<file path="src/sv/xscc_pkg.sv">
package xscc_pkg;

  typedef enum logic [1:0] {
    OP_RESTART = 2'd0,
    OP_ENCRYPT = 2'd1,
    OP_DECRYPT = 2'd2,
    OP_UNUSED  = 2'd3
  } op_t;

  typedef enum logic [1:0] {
    CFG_KEY_X = 2'd0,
    CFG_KEY_Y = 2'd1,
    CFG_KEY_Z = 2'd2,
    CFG_NONE  = 2'd3
  } cfg_idx_t;

  localparam int unsigned WORD_W = 32;
  localparam int unsigned CFG_IDX_W = 2;

  localparam logic [WORD_W-1:0] SEED_X_MASK = 32'h09d4eceb;
  localparam logic [WORD_W-1:0] SEED_Y_MASK = 32'h7b1f5a0a;
  localparam logic [WORD_W-1:0] SEED_Z_MASK = 32'h5acb246e;
  localparam logic [WORD_W-1:0] CHECK_START = 32'hef561513;

  localparam logic [WORD_W-1:0] KEY_X_RESET = 32'd123456789;
  localparam logic [WORD_W-1:0] KEY_Y_RESET = 32'd362436069;
  localparam logic [WORD_W-1:0] KEY_Z_RESET = 32'd521288629;

  localparam logic [WORD_W-1:0] BYTE_MASK = 32'h000000ff;

  // Control from the datapath stage to the state holders
  typedef struct packed {
    logic restart;
    logic advance;
  } state_ctl_t;

endpackage

</file>
<file path="src/sv/xscc_keystream.sv">
module xscc_keystream (
  input  logic                      clk,
  input  logic                      rst_n,
  input  xscc_pkg::state_ctl_t      ctl,
  input  logic [xscc_pkg::WORD_W-1:0] key_x,
  input  logic [xscc_pkg::WORD_W-1:0] key_y,
  input  logic [xscc_pkg::WORD_W-1:0] key_z,
  output logic [xscc_pkg::WORD_W-1:0] ks_word
);

  logic [xscc_pkg::WORD_W-1:0] stream_x_r, stream_y_r, stream_z_r;
  logic [xscc_pkg::WORD_W-1:0] stream_x_nxt, stream_y_nxt, stream_z_nxt;
  logic [xscc_pkg::WORD_W-1:0] t0, t1, t2, t3;

  // xorshift mix of the oldest word
  always_comb begin
    t0 = stream_x_r;
    t1 = t0 ^ (t0 << 16);
    t2 = t1 ^ (t1 >> 5);
    t3 = t2 ^ (t2 << 1);
    ks_word = t3 ^ stream_y_r ^ stream_z_r;
  end

  always_comb begin
    stream_x_nxt = stream_x_r;
    stream_y_nxt = stream_y_r;
    stream_z_nxt = stream_z_r;
    if (ctl.restart) begin
      stream_x_nxt = xscc_pkg::SEED_X_MASK ^ key_z;
      stream_y_nxt = xscc_pkg::SEED_Y_MASK ^ key_x;
      stream_z_nxt = xscc_pkg::SEED_Z_MASK ^ key_y;
    end else if (ctl.advance) begin
      stream_x_nxt = stream_y_r;
      stream_y_nxt = stream_z_r;
      stream_z_nxt = ks_word;
    end
  end

  always_ff @(posedge clk) begin
    if (!rst_n) begin
      stream_x_r <= xscc_pkg::KEY_X_RESET;
      stream_y_r <= xscc_pkg::KEY_Y_RESET;
      stream_z_r <= xscc_pkg::KEY_Z_RESET;
    end else begin
      stream_x_r <= stream_x_nxt;
      stream_y_r <= stream_y_nxt;
      stream_z_r <= stream_z_nxt;
    end
  end

endmodule

</file>
<file path="src/sv/xscc_checksum.sv">
module xscc_checksum (
  input  logic                        clk,
  input  logic                        rst_n,
  input  xscc_pkg::state_ctl_t        ctl,
  input  logic [xscc_pkg::WORD_W-1:0] plain,
  output logic [xscc_pkg::WORD_W-1:0] check_cur,
  output logic [xscc_pkg::WORD_W-1:0] check_nxt
);

  logic [xscc_pkg::WORD_W-1:0] check_r;
  logic [xscc_pkg::WORD_W-1:0] c1, c2, c3;

  // Fold the plaintext into the checksum
  always_comb begin
    c1 = check_r ^ ((check_r - plain) << 16);
    c2 = c1 ^ ((c1 + plain) >> 5);
    c3 = c2 ^ (c2 << 1);
  end

  always_comb begin
    check_nxt = check_r;
    if (ctl.restart) begin
      check_nxt = xscc_pkg::CHECK_START;
    end else if (ctl.advance) begin
      check_nxt = c3;
    end
  end

  assign check_cur = check_r;

  always_ff @(posedge clk) begin
    if (!rst_n) begin
      check_r <= '0;
    end else begin
      check_r <= check_nxt;
    end
  end

endmodule

</file>
<file path="src/sv/xorshift_stream_cipher_checksum_top.sv">
// Stream cipher with running integrity checksum. Each transfer on the in_ side
// carries one operation (restart, encrypt or decrypt) and gives exactly one
// transfer on the out_ side with the transformed data and the checksum after
// the item. Restart reseeds the xorshift96 keystream from the three key
// registers and sets the checksum to its start value; key writes take effect
// at the next restart. Items move through an input register and a result
// register with the keystream step, data XOR and checksum fold in between, so
// the block takes one item per cycle while the result side is not stalled. An
// accepted item waits in the input register until the result register is free
// or draining; each item makes a single pass through the keystream and
// checksum update. Write the key registers only while idle.
module xorshift_stream_cipher_checksum_top (
  input  logic                             clk,
  input  logic                             rst_n,
  // configuration write port
  input  logic                             cfg_we,
  input  logic [xscc_pkg::CFG_IDX_W-1:0]   cfg_index,
  input  logic [xscc_pkg::WORD_W-1:0]      cfg_data,
  // input stream
  input  logic                             in_tvalid,
  output logic                             in_tready,
  input  logic [31:0]                      in_tdata,  // data_in[31:0]
  input  logic [2:0]                       in_tuser,  // operation[1:0], byte_mode[2]
  // result stream
  output logic                             out_tvalid,
  input  logic                             out_tready,
  output logic [63:0]                      out_tdata  // data_out[31:0], checksum[63:32]
);

  // key registers
  logic [xscc_pkg::WORD_W-1:0] key_x_r, key_y_r, key_z_r;

  // input register stage
  logic                        s1_valid_r;
  xscc_pkg::op_t               s1_op_r;
  logic                        s1_byte_r;
  logic [xscc_pkg::WORD_W-1:0] s1_data_r;

  // result register stage
  logic                        out_valid_r;
  logic [xscc_pkg::WORD_W-1:0] out_data_r;
  logic [xscc_pkg::WORD_W-1:0] out_check_r;

  logic                        s1_move;
  logic                        in_xfer;
  logic [xscc_pkg::WORD_W-1:0] mask;
  logic [xscc_pkg::WORD_W-1:0] data_m;
  logic [xscc_pkg::WORD_W-1:0] ks_word;
  logic [xscc_pkg::WORD_W-1:0] check_cur;
  logic [xscc_pkg::WORD_W-1:0] check_nxt;
  logic [xscc_pkg::WORD_W-1:0] xor_res;
  logic [xscc_pkg::WORD_W-1:0] plain;
  logic [xscc_pkg::WORD_W-1:0] result;
  xscc_pkg::state_ctl_t        ctl;

  // Advance the input stage whenever the result register is free or draining
  assign s1_move   = !out_valid_r || out_tready;
  assign in_tready = !s1_valid_r || s1_move;
  assign in_xfer   = in_tvalid && in_tready;

  always_ff @(posedge clk) begin
    if (!rst_n) begin
      key_x_r <= xscc_pkg::KEY_X_RESET;
      key_y_r <= xscc_pkg::KEY_Y_RESET;
      key_z_r <= xscc_pkg::KEY_Z_RESET;
    end else if (cfg_we) begin
      case (xscc_pkg::cfg_idx_t'(cfg_index))
        xscc_pkg::CFG_KEY_X: key_x_r <= cfg_data;
        xscc_pkg::CFG_KEY_Y: key_y_r <= cfg_data;
        xscc_pkg::CFG_KEY_Z: key_z_r <= cfg_data;
        default: ;  // write beyond the register list: drop
      endcase
    end
  end

  always_ff @(posedge clk) begin
    if (!rst_n) begin
      s1_valid_r <= 1'b0;
    end else if (in_tready) begin
      s1_valid_r <= in_tvalid;
    end
  end

  // Payload needs no reset; hold it while stalled
  always_ff @(posedge clk) begin
    if (in_xfer) begin
      s1_op_r   <= xscc_pkg::op_t'(in_tuser[1:0]);
      s1_byte_r <= in_tuser[2];
      s1_data_r <= in_tdata;
    end
  end

  // State changes only when the held item moves into the result register
  always_comb begin
    ctl.restart = 1'b0;
    ctl.advance = 1'b0;
    if (s1_valid_r && s1_move) begin
      case (s1_op_r)
        xscc_pkg::OP_RESTART: ctl.restart = 1'b1;
        xscc_pkg::OP_ENCRYPT: ctl.advance = 1'b1;
        xscc_pkg::OP_DECRYPT: ctl.advance = 1'b1;
        default: ;
      endcase
    end
  end

  xscc_keystream u_keystream (
    .clk     (clk),
    .rst_n   (rst_n),
    .ctl     (ctl),
    .key_x   (key_x_r),
    .key_y   (key_y_r),
    .key_z   (key_z_r),
    .ks_word (ks_word)
  );

  // Encrypt and decrypt share one XOR: data, new keystream word and the
  // checksum before the item. The plaintext for the fold is the input when
  // encrypting and the result when decrypting.
  always_comb begin
    mask    = s1_byte_r ? xscc_pkg::BYTE_MASK : '1;
    data_m  = s1_data_r & mask;
    xor_res = (data_m ^ ks_word ^ check_cur) & mask;
    plain   = (s1_op_r == xscc_pkg::OP_DECRYPT) ? xor_res : data_m;
    case (s1_op_r)
      xscc_pkg::OP_ENCRYPT: result = xor_res;
      xscc_pkg::OP_DECRYPT: result = xor_res;
      default:              result = '0;
    endcase
  end

  xscc_checksum u_checksum (
    .clk       (clk),
    .rst_n     (rst_n),
    .ctl       (ctl),
    .plain     (plain),
    .check_cur (check_cur),
    .check_nxt (check_nxt)
  );

  always_ff @(posedge clk) begin
    if (!rst_n) begin
      out_valid_r <= 1'b0;
    end else if (s1_move) begin
      out_valid_r <= s1_valid_r;
    end
  end

  always_ff @(posedge clk) begin
    if (s1_valid_r && s1_move) begin
      out_data_r  <= result;
      out_check_r <= check_nxt;
    end
  end

  assign out_tvalid = out_valid_r;
  assign out_tdata  = {out_check_r, out_data_r};

endmodule

</file>
<file path="config.mk">
export PLATFORM = sky130hd
export DESIGN_NAME = xorshift_stream_cipher_checksum_top
export DESIGN_NICKNAME = d
export VERILOG_FILES = /design/src/sv/xscc_pkg.sv /design/src/sv/xscc_keystream.sv /design/src/sv/xscc_checksum.sv /design/src/sv/xorshift_stream_cipher_checksum_top.sv
export SDC_FILE = /design/constraint.sdc
export NUM_CORES = 1
export LEC_CHECK = 0
export BUFFER_PORTS_ARGS = -buffer_cell sky130_fd_sc_hd__buf_2
export CAP_MARGIN = 20
export CORE_ASPECT_RATIO = 0.5
export CORE_MARGIN = 1.5
export CORE_UTILIZATION = 55
export CTS_CLUSTER_DIAMETER = 60
export DETAILED_ROUTE_END_ITERATION = 12
export PLACE_DENSITY = 0.77
export SLEW_MARGIN = 15
export SYNTH_ARGS = -nofsm -noshare
export SYNTH_HDL_FRONTEND = slang
export SYNTH_SLANG_ARGS = --single-unit
</file>
<file path="constraint.sdc">
create_clock -name clk -period 5.2 [get_ports clk]
set_input_delay 0.26 -clock clk [delete_from_list [all_inputs] [get_ports clk]]
set_output_delay 0.26 -clock clk [all_outputs]
set_load 0.05 [all_outputs]
</file>
# ---- Word level (Yosys, flattened, before mapping)
# Cells that the tools add are included.
dict set report totals {
  out_inout_bits 66
  regBits 325
  elab_cells 61
  input_bits 74
}
dict set report op_classes {
  n_addsub 2
  muxes 13
  eq_ne 4
  n_reduce_logical 13
  bitwise 15
}
# cell n
set op_table {}
lappend op_table {{$mux W32} 10}
lappend op_table {{$xor A32 B32 Y32} 8}
lappend op_table {{$and A32 B32 Y32} 2}
lappend op_table {{$xor A32 B27 Y32} 2}
lappend op_table {{$not A17 Y17} 2}
lappend op_table {{$add A32 B32 Y32} 1}
lappend op_table {{$not A16 Y16} 1}
lappend op_table {{$sub A16 B16 Y16} 1}
lappend op_table {{$reduce_and A2 Y1} 3}
lappend op_table {{$eq A2 B1 Y1 const B} 2}
lappend op_table {{$eq A2 B2 Y1 const B} 2}
lappend op_table {{$logic_not A2 Y1} 2}
lappend op_table {{$logic_and A1 B1 Y1} 2}
lappend op_table {{$logic_not A1 Y1} 2}
lappend op_table {{$logic_or A1 B1 Y1} 2}
lappend op_table {{$mux W1} 2}
lappend op_table {{$mux W2} 1}
lappend op_table {{$reduce_bool A2 Y1} 1}
lappend op_table {{$reduce_or A2 Y1} 1}

# ---- Longest topological paths before layout
# Gate-level depths: netlist (run 1).
dict set report depth {
  depth_word 16
  ltp_mapped 26
  depth_no_buf 25
}

# ---- Cells and area by module
# From an unflattened synthesis (run 1), not the netlist that was laid out.
dict set report unflattened {
  hier_cells 2021
  area_unflattened_um2 18456.5
}
# module area_per_inst_um2 cells_each instances seq_area_each_um2
set modules_own_cells {}
lappend modules_own_cells {xorshift_stream_cipher_checksum_top 8006.4 760 1 4934.7}
lappend modules_own_cells {xscc_keystream 5746.8 653 1 1921.8}
lappend modules_own_cells {xscc_checksum 4703.3 608 1 640.6}

# ---- Worst setup path after synthesis (run 1)
# Ideal clock, no wire load.
dict set report synth_timing {
  kind {reg-to-reg}
  startpoint {register u_keystream.stream_x_r[5] (netlist name)}
  endpoint {register out_check_r[26] (netlist name) (data pin)}
  path_stages_with_launch 27
  period_less_slack_ns 5.007
  setup_time_ns 0.146
  n_path_buf 2
  t_required_ns 5.054
  path_slack_ns 0.193
  arrival_ns 4.861
  cell_sequence {dfxtp_1 -> clkbuf_1 -> xnor2_1 -> xnor2_1 -> xnor2_1 -> xor2_1 -> nand2_1 -> xnor2_1 -> ha_1 -> buf_6 -> nor3_1 -> o21ai_1 -> a311oi_2 -> o21ai_1 -> a21o_1 -> a21o_1 -> xnor2_1 -> ha_1 -> and3_1 -> a31oi_1 -> o21ai_0 -> a41oi_1 -> a31oi_1 -> xnor2_1 -> xnor2_1 -> xnor3_1 -> a21oi_1}
}
dict set report synth_via {
  elab_chain_len 16
}
# element line_no
set synth_lines {}
lappend synth_lines {{from (decl)} xscc_keystream.sv:11} ;# logic [xscc_pkg::WORD_W-1:0] stream_x_r, stream_y_r, stream_z_r;
lappend synth_lines {{from (signal assigned)} xscc_keystream.sv:41} ;# stream_x_r <= xscc_pkg::KEY_X_RESET;
lappend synth_lines {{from (signal assigned)} xscc_keystream.sv:45} ;# stream_x_r <= stream_x_nxt;
lappend synth_lines {{$xor A32 B32 Y32 (*)} xscc_keystream.sv:18} ;# t1 = t0 ^ (t0 << 16);
lappend synth_lines {{$xor A32 B27 Y32 (*)} xscc_keystream.sv:19} ;# t2 = t1 ^ (t1 >> 5);
lappend synth_lines {{$xor A32 B32 Y32 (*)} xscc_keystream.sv:20} ;# t3 = t2 ^ (t2 << 1);
lappend synth_lines {{$xor A32 B32 Y32 (*) (2 in a row)} xscc_keystream.sv:21} ;# ks_word = t3 ^ stream_y_r ^ stream_z_r;
lappend synth_lines {{$xor A32 B32 Y32 (*) (2 in a row)} xorshift_stream_cipher_checksum_top.sv:123} ;# xor_res = (data_m ^ ks_word ^ check_cur) & mask;
lappend synth_lines {{$and A32 B32 Y32 (*)} xorshift_stream_cipher_checksum_top.sv:123}
lappend synth_lines {{$mux W32 (*)} xorshift_stream_cipher_checksum_top.sv:124} ;# plain = (s1_op_r == xscc_pkg::OP_DECRYPT) ? xor_res : data_m;
lappend synth_lines {{$sub A16 B16 Y16} xscc_checksum.sv:15} ;# c1 = check_r ^ ((check_r - plain) << 16);
lappend synth_lines {{$xor A32 B32 Y32} xscc_checksum.sv:15}
lappend synth_lines {{$add A32 B32 Y32} xscc_checksum.sv:16} ;# c2 = c1 ^ ((c1 + plain) >> 5);
lappend synth_lines {{$xor A32 B27 Y32 (*)} xscc_checksum.sv:16}
lappend synth_lines {{$xor A32 B32 Y32 (*)} xscc_checksum.sv:17} ;# c3 = c2 ^ (c2 << 1);
lappend synth_lines {{$mux W32 (*)} xscc_checksum.sv:24} ;# end else if (ctl.advance) begin
lappend synth_lines {{$mux W32 (*)} xscc_checksum.sv:22} ;# if (ctl.restart) begin
lappend synth_lines {{net check_nxt (one bit)} xorshift_stream_cipher_checksum_top.sv:50} ;# logic [xscc_pkg::WORD_W-1:0] check_nxt;
lappend synth_lines {{to (signal assigned)} xorshift_stream_cipher_checksum_top.sv:152} ;# out_check_r <= check_nxt;
lappend synth_lines {{to (decl)} xorshift_stream_cipher_checksum_top.sv:42} ;# logic [xscc_pkg::WORD_W-1:0] out_check_r;
# Mark *: on every way through the listed nets, which the timed path passes. The rest lies on a longest branch.
# A chain may end at the register's enable or synchronous reset.

# ---- Worst setup path in the final report (run 1)
dict set report layout_timing {
  startpoint {register u_keystream.stream_x_r[2] (netlist name)}
  endpoint {register out_check_r[26] (netlist name) (data pin)}
}
# Same word-level chain as after synthesis.

==> results of run 1 <==
## state kept, by name (all words and copies together), names as in the netlist
name	count
s1_op_r	2
s1_valid_r	1
out_tvalid	1
s1_data_r	32
s1_byte_r	1
key_x_r	32
key_z_r	32
u_keystream.stream_x_r	32
out_check_r	32
out_data_r	32
key_y_r	32
u_checksum.check_cur	32
u_keystream.stream_z_r	32
u_keystream.stream_y_r	32
## metrics by stage
stage | setup TNS (ps) | hold slack, ps | cell area (um^2)
2_1_floorplan | 0 | 359 | 17400
3_3_place_gp | -23.7 | 438 | 19500
3_5_place_dp | -273 | 438 | 19500
4_1_cts | 0 | 30.3 | 21300
5_1_grt | -589 | 75.4 | 21900
6_report | 0 | 61.8 | 21900
## worst max path at each step
stage / cells past startpoint / startpoint / to / slack, ps
2_1_floorplan: 26 / u_keystream.stream_x_r[5] / out_check_r[26] / 190
3_3_place_gp: 24 / u_keystream.stream_y_r[0] / out_check_r[24] / -20
3_5_place_dp: 24 / u_keystream.stream_z_r[0] / out_check_r[24] / -100
4_1_cts: 25 / u_keystream.stream_y_r[0] / out_check_r[26] / 4
5_1_grt: 24 / u_keystream.stream_y_r[2] / out_check_r[26] / -150
6_report: 24 / u_keystream.stream_x_r[2] / out_check_r[26] / 80
## layer usage
layer	up-vias	GRT usage	routed length, um
met5	-	0	17
met4	2	0.0808	1300
met3	90	0.0734	5500
met2	700	0.528	25200
met1	7440	0.467	23600
li1	7121	-	-
## critical path: stages (launching register included)
cell and delay, ps:
dfxtp_4 370, xnor2_2 160, xnor2_1 260, xnor2_1 140
xnor2_1 240, nand2_1 120, xnor2_2 150, ha_1 330
and2b_4 270, o21ai_2 70, a311oi_2 320, o21ai_1 120
a21o_1 180, a21o_1 200, xnor2_2 220, ha_4 260
and3_4 190, a31oi_2 140, o21ai_2 100, a41oi_2 210
a31oi_4 80, xnor2_2 170, xnor2_2 250, xnor3_1 270
a21oi_1 150
## synthesized netlist by cell type, types with 3 or more instances
master     count
xnor3_1        5
a211oi_1       7
nand4_1        7
nor2_1        95
nor3_1         7
nand2b_1       6
dfxtp_1      226
nand2_1      303
o211ai_1      12
clkbuf_1      99
a21o_1        11
nand3_1       90
o31ai_1        3
o22ai_1        3
a21boi_0      47
or3_1          4
nor2b_1        8
xor2_1        88
ha_1          48
xnor2_1      246
o221a_2       19
o21a_1         5
and2_1        34
a41oi_1        4
inv_2          3
a22oi_1       28
o21ai_1       19
a221oi_1       3
o21ai_0       78
xor3_1         3
a21oi_1      127
o21bai_1       7
a31oi_1        5
nor3b_1       24
o2111ai_1      3
a22o_1        12
buf_1         12
nand3b_1      16
edfxtp_1      99
buf_2          5
and3_1         6
inv_1         40
## timing repair
action                                  4_1_cts  5_1_grt
pin swaps                                     9       42
resized for setup                            23       75
endpoints found under the setup margin        5       17
buffers inserted                              3       10
hold buffers                                 68        0
endpoints found under the hold margin       130        0
## cell families after synthesis
logic type | count (synthesis) | share of synthesized area
compound gates | 413 | 0.155
simple gates | 613 | 0.160
flops | 325 | 0.430
buf+inv | 161 | 0.0357
fa+ha+maj | 49 | 0.0356
mux | 2 | 0.00122
xor+xnor | 346 | 0.183
## layout by cell type (no fill, tap or decap), types with 23 or more instances in the layout
cell	instances
a21boi_0	47
a21oi_1	120
a22oi_1	28
and2_1	33
buf_2	138
buf_4	180
clkbuf_16	30
dfxtp_1	216
dlygate4sd3_1	68
edfxtp_1	99
ha_1	41
inv_1	39
nand2_1	302
nand3_1	89
nor2_1	92
nor3b_1	23
o21ai_0	77
xnor2_1	206
xnor2_2	41
xor2_1	79
## final cells by class
class                      instances  area (um^2)
sequential                       325         7510
clock buffer                      44          853
inverter                          43          164
clock inverter                    10          130
tap                              423          529
timing repair buffer             389         2770
fill                            2326         8870
multi-input combinational       1423         9920
## where the power goes
part | internal, mW | switching, mW
combinational | 3.02 | 3.47
clock | 1.25 | 1.02
sequential | 2.87 | 0.200
==> impl_metrics.csv, run 1 <==
group,metric,value,unit
run_status,outcome,"complete, no violations",
global_routing,grt_pass1_wl,83.9,mm
worst_setup_path,reg2reg_to,"out_check_r[26]",
clocking,clkTransAtPathRegs,70,ps
die,die_width,255,um
clocking,clk_latency,590,ps
min_path,hold_start,"out_tready",
timing,layout_setup_ws,80.0,ps
worst_setup_path,crit_fanout,4,
global_routing,grt-ovfl-total,0,
global_routing,grt_pass1_vias,14660,
worst_setup_path,cp-end-kind,"flip-flop",
drt,vias,15353,
clocking,cts_tree,"yes",
die,initial_utilization,0.567,
die,rows,45,
drt,dr.pass1.iters,6,
timing,drv_slew,0,
synth,ys_types,75,
worst_setup_path,r2r_setup_slack,80,ps
clocking,htreeDepth,1,
finish,layout.cells.non_filler,2657,
worst_setup_path,timing.critical_path.arrival,5560,ps
die,core,0.0307,mm^2
timing,layout_worst_path_cycle_share,0.985,
place,dp_hpwl,38.0,mm
synth,synth_top_area_frac,0.259,
synth,syn_inst,1909,
synth,synthTopCellsByArea,"dfxtp_1 (26%), edfxtp_1 (17%), xnor2_1 (12%)",
timing,worst_pin_slew,977,ps
synth,synthArstFlopShare,0,
synth,synth_top_area_cell,"dfxtp_1",
timing,setup_viol,0,
clocking,clock_path_buffers,3,
drt,wl_per_cell,21.0,um
worst_setup_path,reg2reg_from,"u_keystream.stream_x_r[2]",
min_path,min_path_cells,3,
drt,drtIter0Drc,1636,
timing,rsz0062_at_grt,"yes",
synth,synth.yosys.seq_area_share,0.430,
synth,synth-edff-count,99,
drt,wl,55.7,mm
finish,nets,2334,
drt,ant_nets,0,
drt,drc,0,
finish,final_core_util,0.712,
global_routing,antenna_found_initial,1,
worst_setup_path,reg2reg_depth,24,
clocking,cts.sinks,325,
timing,max_slew_margin,0.349,
finish,diodes,0,
clocking,root_buffer,"clkbuf_16",
synth,synthesis.area,0.0174,mm^2
pwr,finalPower,11.8,mW
synth,synth-seq-cells,325,
synth,syn_nets,2032,
min_path,min_to,"out_tvalid",
pwr,ir_drop,0.314,mV
global_routing,grt_max_degree,123,
worst_setup_path,start_kind,"flip-flop",
drt,via_per_inst,5.78,
global_routing,grt_usage,0.334,
finish,drive_gt1_frac,0.226,
pwr,power_per_cell_area,540,mW/mm^2
synth,ys.flop_type,"dfxtp_1",
die,io_pins,140,
timing,skew,15.1,ps
worst_setup_path,critPathRequiredTime,5640,ps
synth,synth.avg_cell_area,9.13,um^2
timing,period_minus_slack,5120,ps
place,placed_cells,2522,
place,port_buffers,139,
synth,yosysWarnings,0,
die,dieArea,0.0328,mm^2
place,dpl_worst_slack,-96.6,ps
finish,area_growth,25.5,%
pwr,leakagePower,8.96,nW
die,die_y,129,um
timing,finalHoldViolCount,0,
flow_run,max_cap_viol_count,0,
clocking,cts_buffers,29,
place,place_congestion,1.03,
timing,fmax,195,MHz
min_path,hp-class,"input port to flip-flop",
worst_setup_path,worstSetupPathType,"flip-flop to flip-flop",
Note: power is estimated with default switching activity, not from simulation.
==> inputs of run 2 (changes only) <==
--- a/config.mk
+++ b/config.mk
@@ -16,4 +16,5 @@
 export SLEW_MARGIN = 15
 export SYNTH_ARGS = -nofsm -noshare
 export SYNTH_HDL_FRONTEND = slang
+export SYNTH_HIERARCHICAL = 1
 export SYNTH_SLANG_ARGS = --single-unit
==> impl_metrics.csv, run 2 <==
group,metric,value,unit
run_status,outcome,"finished with violations",
run_status,failed_checks,"negative setup slack",
synth,synth_compound_area_frac,0.131,
die,die_width,262,um
timing,max_slew_margin,0.256,
die,core,0.0330,mm^2
worst_setup_path,worstSetupStartpoint,"u_keystream/stream_x_r[2]",
clocking,root_buffer,"clkbuf_16",
pwr,leakagePower,9.84,nW
clocking,cts_buffers,30,
synth,synth.yosys.seq_area_share,0.406,
timing,rsz0062_at_grt,"yes",
clocking,cts.sinks,325,
min_path,hold_start,"out_tready",
die,dieArea,0.0347,mm^2
timing,fmax,188,MHz
place,port_buffers,139,
timing,layout_worst_path_cycle_share,1.02,
clocking,clkTransAtPathRegs,70,ps
pwr,ir_drop,0.305,mV
synth,synth.avg_cell_area,9.13,um^2
global_routing,antenna_found_initial,1,
pwr,power_per_cell_area,487,mW/mm^2
worst_setup_path,timing.critical_path.arrival,5650,ps
drt,wl_per_cell,20.7,um
drt,vias,16075,
die,io_pins,140,
synth,synth_xor_area_frac,0.169,
min_path,min_path_cells,3,
worst_setup_path,cp-end-kind,"flip-flop",
global_routing,use_met2,0.489,
clocking,clk_latency,610,ps
synth,synth_common_cells,"nand2_1 (365), dfxtp_1 (226), xnor2_1 (207)",
drt,wl,58.0,mm
global_routing,grt-ovfl-total,0,
synth,synth_mux_area_frac,0.0414,
place,dp_hpwl,39.7,mm
global_routing,grt.met3_usage,0.0485,
drt,via_per_inst,5.73,
clocking,clock_path_buffers,3,
finish,final_common_cell,"nand2_1",
timing,worst_pin_slew,1120,ps
global_routing,grt_pass1_wl,84.4,mm
timing,skew,37.2,ps
drt,drc,0,
finish,drive_gt1_frac,0.239,
synth,synth-edff-count,99,
synth,synth.most_common_cell,"nand2_1",
finish,nets,2464,
synth,ys_types,75,
finish,diodes,0,
worst_setup_path,reg2reg_from,"u_keystream/stream_x_r[2]",
timing,setup_viol,4,
synth,synth_top_area_frac,0.245,
clocking,htreeDepth,1,
global_routing,busiest_layer,"met2",
synth,synthAdderAreaFrac,0.0336,
drt,drtIter0Drc,1781,
die,initial_utilization,0.558,
timing,layout_setup_ws,-109,ps
worst_setup_path,start_kind,"flip-flop",
synth,synth-seq-cells,325,
clocking,cts_tree,"yes",
synth,synth_top_family_by_area,"simple AND/OR/NAND/NOR gates",
worst_setup_path,worstSetupPathType,"flip-flop to flip-flop",
worst_setup_path,crit_fanout,5,
flow_run,max_cap_viol_count,0,
timing,drv_slew,0,
timing,period_minus_slack,5310,ps
worst_setup_path,reg2reg_depth,22,
synth,syn_nets,2144,
global_routing,grt_usage,0.316,
global_routing,grt_pass1_vias,14703,
synth,synthSimpleGateAreaFrac,0.178,
global_routing,grt_max_degree,83,
min_path,hp-class,"input port to flip-flop",
synth,synthTopCellsByArea,"dfxtp_1 (25%), edfxtp_1 (16%), xnor2_1 (9.8%)",
drt,dr.pass1.iters,6,
place,dpl_worst_slack,-229,ps
drt,ant_nets,0,
place,place_congestion,1.01,
worst_setup_path,critPathRequiredTime,5540,ps
global_routing,globalRouteMet1Util,0.461,
synth,ys.flop_type,"dfxtp_1",
synth,synthesis.area,0.0185,mm^2
timing,setup_tns,-220,ps
finish,area_growth,25.3,%
die,rows,47,
finish,fillers,2431,
synth,yosysWarnings,6,
synth,synth_top_area_cell,"dfxtp_1",
finish,final_cell_mix,"nand2_1 (365), dfxtp_1 (205), buf_4 (204)",
worst_setup_path,r2r_setup_slack,-110,ps
timing,finalHoldViolCount,0,
die,die_y,133,um
synth,synthArstFlopShare,0,
synth,syn_inst,2021,
-- run 2: cell types whose count changed in the layout (fill, tap and decap cells not counted), moves of 23 or more --
cell,delta
a31o_2,+24
and3_1,+26
nand2b_1,+29
a21boi_0,-23
a22oi_1,-28
buf_4,+24
xnor2_1,-37
mux2i_1,+54
nand2_1,+63
a21oi_1,-47
nand3_1,-28
nor2_1,+39
a21boi_1,+27
-- run 2: layout make-up --
type / instances / area [um^2] / share of cell area
multi-input cells: 1534 / 11000 / 0.474
flip-flops and latches: 325 / 7540 / 0.326
repair buffers: 412 / 2930 / 0.126
clock buffers: 44 / 875 / 0.0378
well taps: 441 / 552 / 0.0239
inverters: 38 / 143 / 0.00617
clock inverters: 10 / 139 / 0.00600
-- run 2: kinds of logic after synthesis --
logic type,after synthesis
AND/OR/NAND/NOR,734
flip-flops,325
buffers and inverters,162
multiplexers,74
XOR/XNOR,319
adder cells (fa/ha/maj),49
AO/OA/AOI/OAI,358
-- run 2: worst paths after layout --
path | end
max reg2reg | out_check_r[16]
min reg2reg | key_z_r[15]
max | out_check_r[16]
min | out_tvalid
-- run 2: timing repair --
| item | in CTS | in global routing |
|---|---|---|
| buffers inserted | 6 | 21 |
| resized for setup | 23 | 113 |
| pin swaps | 7 | 61 |
| endpoints found under the setup margin | 21 | 28 |
| hold endpoints to repair | 131 | 0 |
| hold buffers | 68 | 0 |
| gates cloned | 0 | 0 |
-- run 2: routing by layer --
| metal | routed length (um) | vias up |
|---|---|---|
| li1 | - | 7505 |
| met1 | 25100 | 7734 |
| met2 | 26300 | 723 |
| met3 | 5010 | 113 |
| met4 | 1550 | 0 |
| met5 | 0 | - |
-- run 2: stage by stage --
| stage | std cells | instance area (um^2) | total power [mW] | utilization | hold WS (ps) |
|---|---|---|---|---|---|
| after global placement | 2655 | 20500 | 8.34 | 0.619 | 437 |
| after CTS | 2783 | 22300 | 10.8 | 0.676 | 15.5 |
| after global routing | 2804 | 23100 | 11.7 | 0.700 | 44.1 |
| after detailed placement | 2655 | 20500 | 8.39 | 0.619 | 439 |
| final | 2804 | 23100 | 11.3 | 0.700 | 41.4 |
| after floorplan | 2021 | 18500 | 6.54 | - | 359 |
-- run 2: worst max-delay path: stages (launching register included) --
cell and delay [ps]:
dfxtp_4 390, xnor2_4 160, xnor2_2 160, xnor2_2 320, xor2_1 260, nand2_1 140, xnor2_2 180, inv_1 110
ha_4 270, xor2_2 180, xnor2_1 130, buf_4 160, ha_4 290, nand3_1 120, or3_4 400, a2111o_1 450
buf_4 160, buf_4 120, a31oi_1 180, a211oi_2 90, nand2b_1 190, mux2i_2 230, mux2_1 340
-- run 2: power by group --
part           internal (mW)  total, mW  switching [mW]
combinational           2.85       5.88            3.03
clock                   1.27       2.31            1.03
sequential              2.86       3.09           0.228
total                   6.99       11.3            4.29
==> inputs of run 3 (changes only) <==
==> constraint.sdc (replaced) <==
create_clock -name clk -period 4.7 [get_ports clk]
set_input_delay 0.235 -clock clk [delete_from_list [all_inputs] [get_ports clk]]
set_output_delay 0.235 -clock clk [all_outputs]
set_load 0.05 [all_outputs]
==> impl_metrics.csv, run 3 (same netlist as run 2, synthesis figures left out) <==
group,metric,value,unit
worst_setup_path,max_stage_delay,340,ps
worst_setup_path,timing.critical_path.arrival,5600,ps
timing,max_slew_margin,0.275,
timing,setup_viol,33,
worst_setup_path,reg2reg_to,"out_check_r[26]",
die,io_pins,140,
pwr,seqPwrFrac,0.241,
place,port_buffers,139,
global_routing,grt_pass1_vias,16452,
timing,drv_slew,0,
place,placed_cells,2768,
global_routing,grt_pass1_wl,94.0,mm
finish,final_cell_area,0.0250,mm^2
finish,nets,2613,
finish,area_growth,35.2,%
die,initial_utilization,0.558,
die,dieArea,0.0347,mm^2
finish,drive_gt1_frac,0.319,
timing,skew,34.8,ps
die,die_width,262,um
worst_setup_path,crit_fanout,4,
worst_setup_path,cpMostUsedCell,"xnor2_1",
worst_setup_path,cp-end-kind,"flip-flop",
timing,setup_tns,-11950,ps
worst_setup_path,critPathRequiredTime,5050,ps
clocking,cts_tree,"yes",
timing,worst_pin_slew,1090,ps
worst_setup_path,crit_chain,"xor2_2, xnor2_1, xnor2_1, xor2_1, nand2_1, xnor2_2, inv_1, ha_4, nor2b_4, o2111ai_4, a21oi_4, nor3_4, xnor2_2, ha_4, a21o_1, a221o_1, a21oi_2, a31oi_4, a221oi_2, xor2_1, xnor2_1, a21bo_2",
clocking,clk_latency,620,ps
die,die_y,133,um
drt,drc,0,
finish,final_core_util,0.755,
drt,wl_per_cell,22.9,um
drt,wl,67.8,mm
worst_setup_path,cp_slowest_cell,"dfxtp_2",
worst_setup_path,worstSetupPathType,"flip-flop to flip-flop",
worst_setup_path,reg2reg_from,"u_keystream/stream_z_r[1]",
pwr,ir_drop,0.412,mV
run_status,failed_checks,"negative setup slack",
finish,final_cell_mix,"nand2_1 (359), buf_4 (338), dfxtp_1 (209)",
die,core,0.0330,mm^2
die,rows,47,
global_routing,grt_max_degree,117,
clocking,cts_buffers,30,
drt,via_per_inst,6.05,
drt,vias,17883,
place,place_congestion,0.986,
clocking,clkTransAtPathRegs,80,ps
timing,fin_worst_hold_slack,95.3,ps
timing,layout_worst_path_cycle_share,1.12,
pwr,leakagePower,10.7,nW
timing,rsz0062_at_grt,"yes",
clocking,htreeDepth,1,
pwr,combPwrFrac,0.581,
timing,finalHoldViolCount,0,
pwr,power_per_cell_area,568,mW/mm^2
clocking,root_buffer,"clkbuf_16",
finish,diodes,0,
clocking,clock_path_buffers,3,
global_routing,antenna_found_initial,1,
timing,fmax,190,MHz
min_path,min_path_cells,2,
pwr,clkPwrFrac,0.177,
pwr,switching_share,0.389,
global_routing,grt_usage,0.352,
pwr,p_switching,5.51,mW
min_path,hold_start,"rst_n",
min_path,hp-class,"input port to flip-flop",
flow_run,max_cap_viol_count,0,
global_routing,grt-ovfl-total,0,
clocking,cts.sinks,325,
drt,ant_nets,0,
timing,layout_setup_ws,-551,ps
finish,final_common_cell,"nand2_1",
run_status,outcome,"finished with violations",
drt,dr.pass1.iters,6,
timing,period_minus_slack,5250,ps
min_path,min_to,"u_keystream/stream_y_r[0]",
worst_setup_path,start_kind,"flip-flop",
place,dp_hpwl,40.6,mm
finish,layout.cells.non_filler,2955,
worst_setup_path,reg2reg_depth,22,
pwr,internal-power,8.67,mW
drt,drtIter0Drc,2567,
place,place_area,0.0215,mm^2
worst_setup_path,r2r_setup_slack,-550,ps
-- run 3: cell types whose count changed in the layout (fill, tap and decap cells not counted), moves of 8 or more --
cell,previous run,this run
a21oi_1,73,64
a211oi_1,13,5
xnor2_2,37,46
ha_4,8,16
a211oi_2,2,10
buf_6,2,14
xnor2_1,169,154
buf_4,204,338
-- run 3: metrics by stage --
step	setup slack [ps]	power [mW]
after floorplan	-121	7.36
after global routing	-736	14.6
after CTS	-243	13.2
final	-551	14.2
after detailed placement	-619	9.82
after global placement	-517	9.73
-- run 3: worst max-delay path by stage --
stage / slack [ps] / to / startpoint / depth (start not counted)
floorplan: -120 / out_check_r[26] / u_keystream/stream_x_r[5] / 26
finish: -550 / out_check_r[26] / u_keystream/stream_z_r[1] / 22
global route: -740 / out_check_r[27] / u_keystream/stream_x_r[7] / 22
CTS: -240 / out_check_r[26] / u_keystream/stream_x_r[3] / 22
detailed placement: -620 / out_check_r[22] / u_keystream/stream_x_r[2] / 21
global placement: -520 / out_check_r[22] / u_keystream/stream_x_r[2] / 21
-- run 3: area by class of cell --
| cell class | instances | area [um^2] |
|---|---|---|
| Multi-Input combinational cell | 1534 | 11600 |
| Fill cell | 2109 | 8090 |
| Sequential cell | 325 | 7530 |
| Timing Repair Buffer | 561 | 4110 |
| Clock buffer | 40 | 828 |
| Tap cell | 441 | 552 |
| Clock inverter | 16 | 161 |
| Inverter | 38 | 143 |
-- run 3: layer usage --
metal	track usage	share of wire
met5	0	0.00010
met4	0.123	0.055
met3	0.0795	0.12
met2	0.546	0.44
met1	0.482	0.38
-- run 3: critical path: cells and delay by family, from the launching register on --
family	cells	cell delay, ps
AO/OA/AOI/OAI	8	1680
XOR/XNOR	8	1860
adder cells (fa/ha/maj)	2	560
buffers and inverters	1	110
flip-flops	1	340
AND/OR/NAND/NOR	3	390
-- run 3: power by group through the flow --
stage               logic (mW)  registers [mW]  clock network [mW]
CTS                       7.28            3.39                2.49
detailed placement        6.37            3.45                   0
global route              8.58            3.44                2.62
floorplan                 3.76            3.59                   0
finish                    8.25            3.42                2.51
global placement          6.29            3.44                   0
-- run 3: timing repair --
item / 4_1_cts / 5_1_grt
endpoints found under the hold margin: 133 / 0
hold buffers: 69 / 0
setup buffers: 37 / 25
gates resized for setup: 133 / 94
pin swaps: 69 / 64
endpoints found under the setup margin: 32 / 47
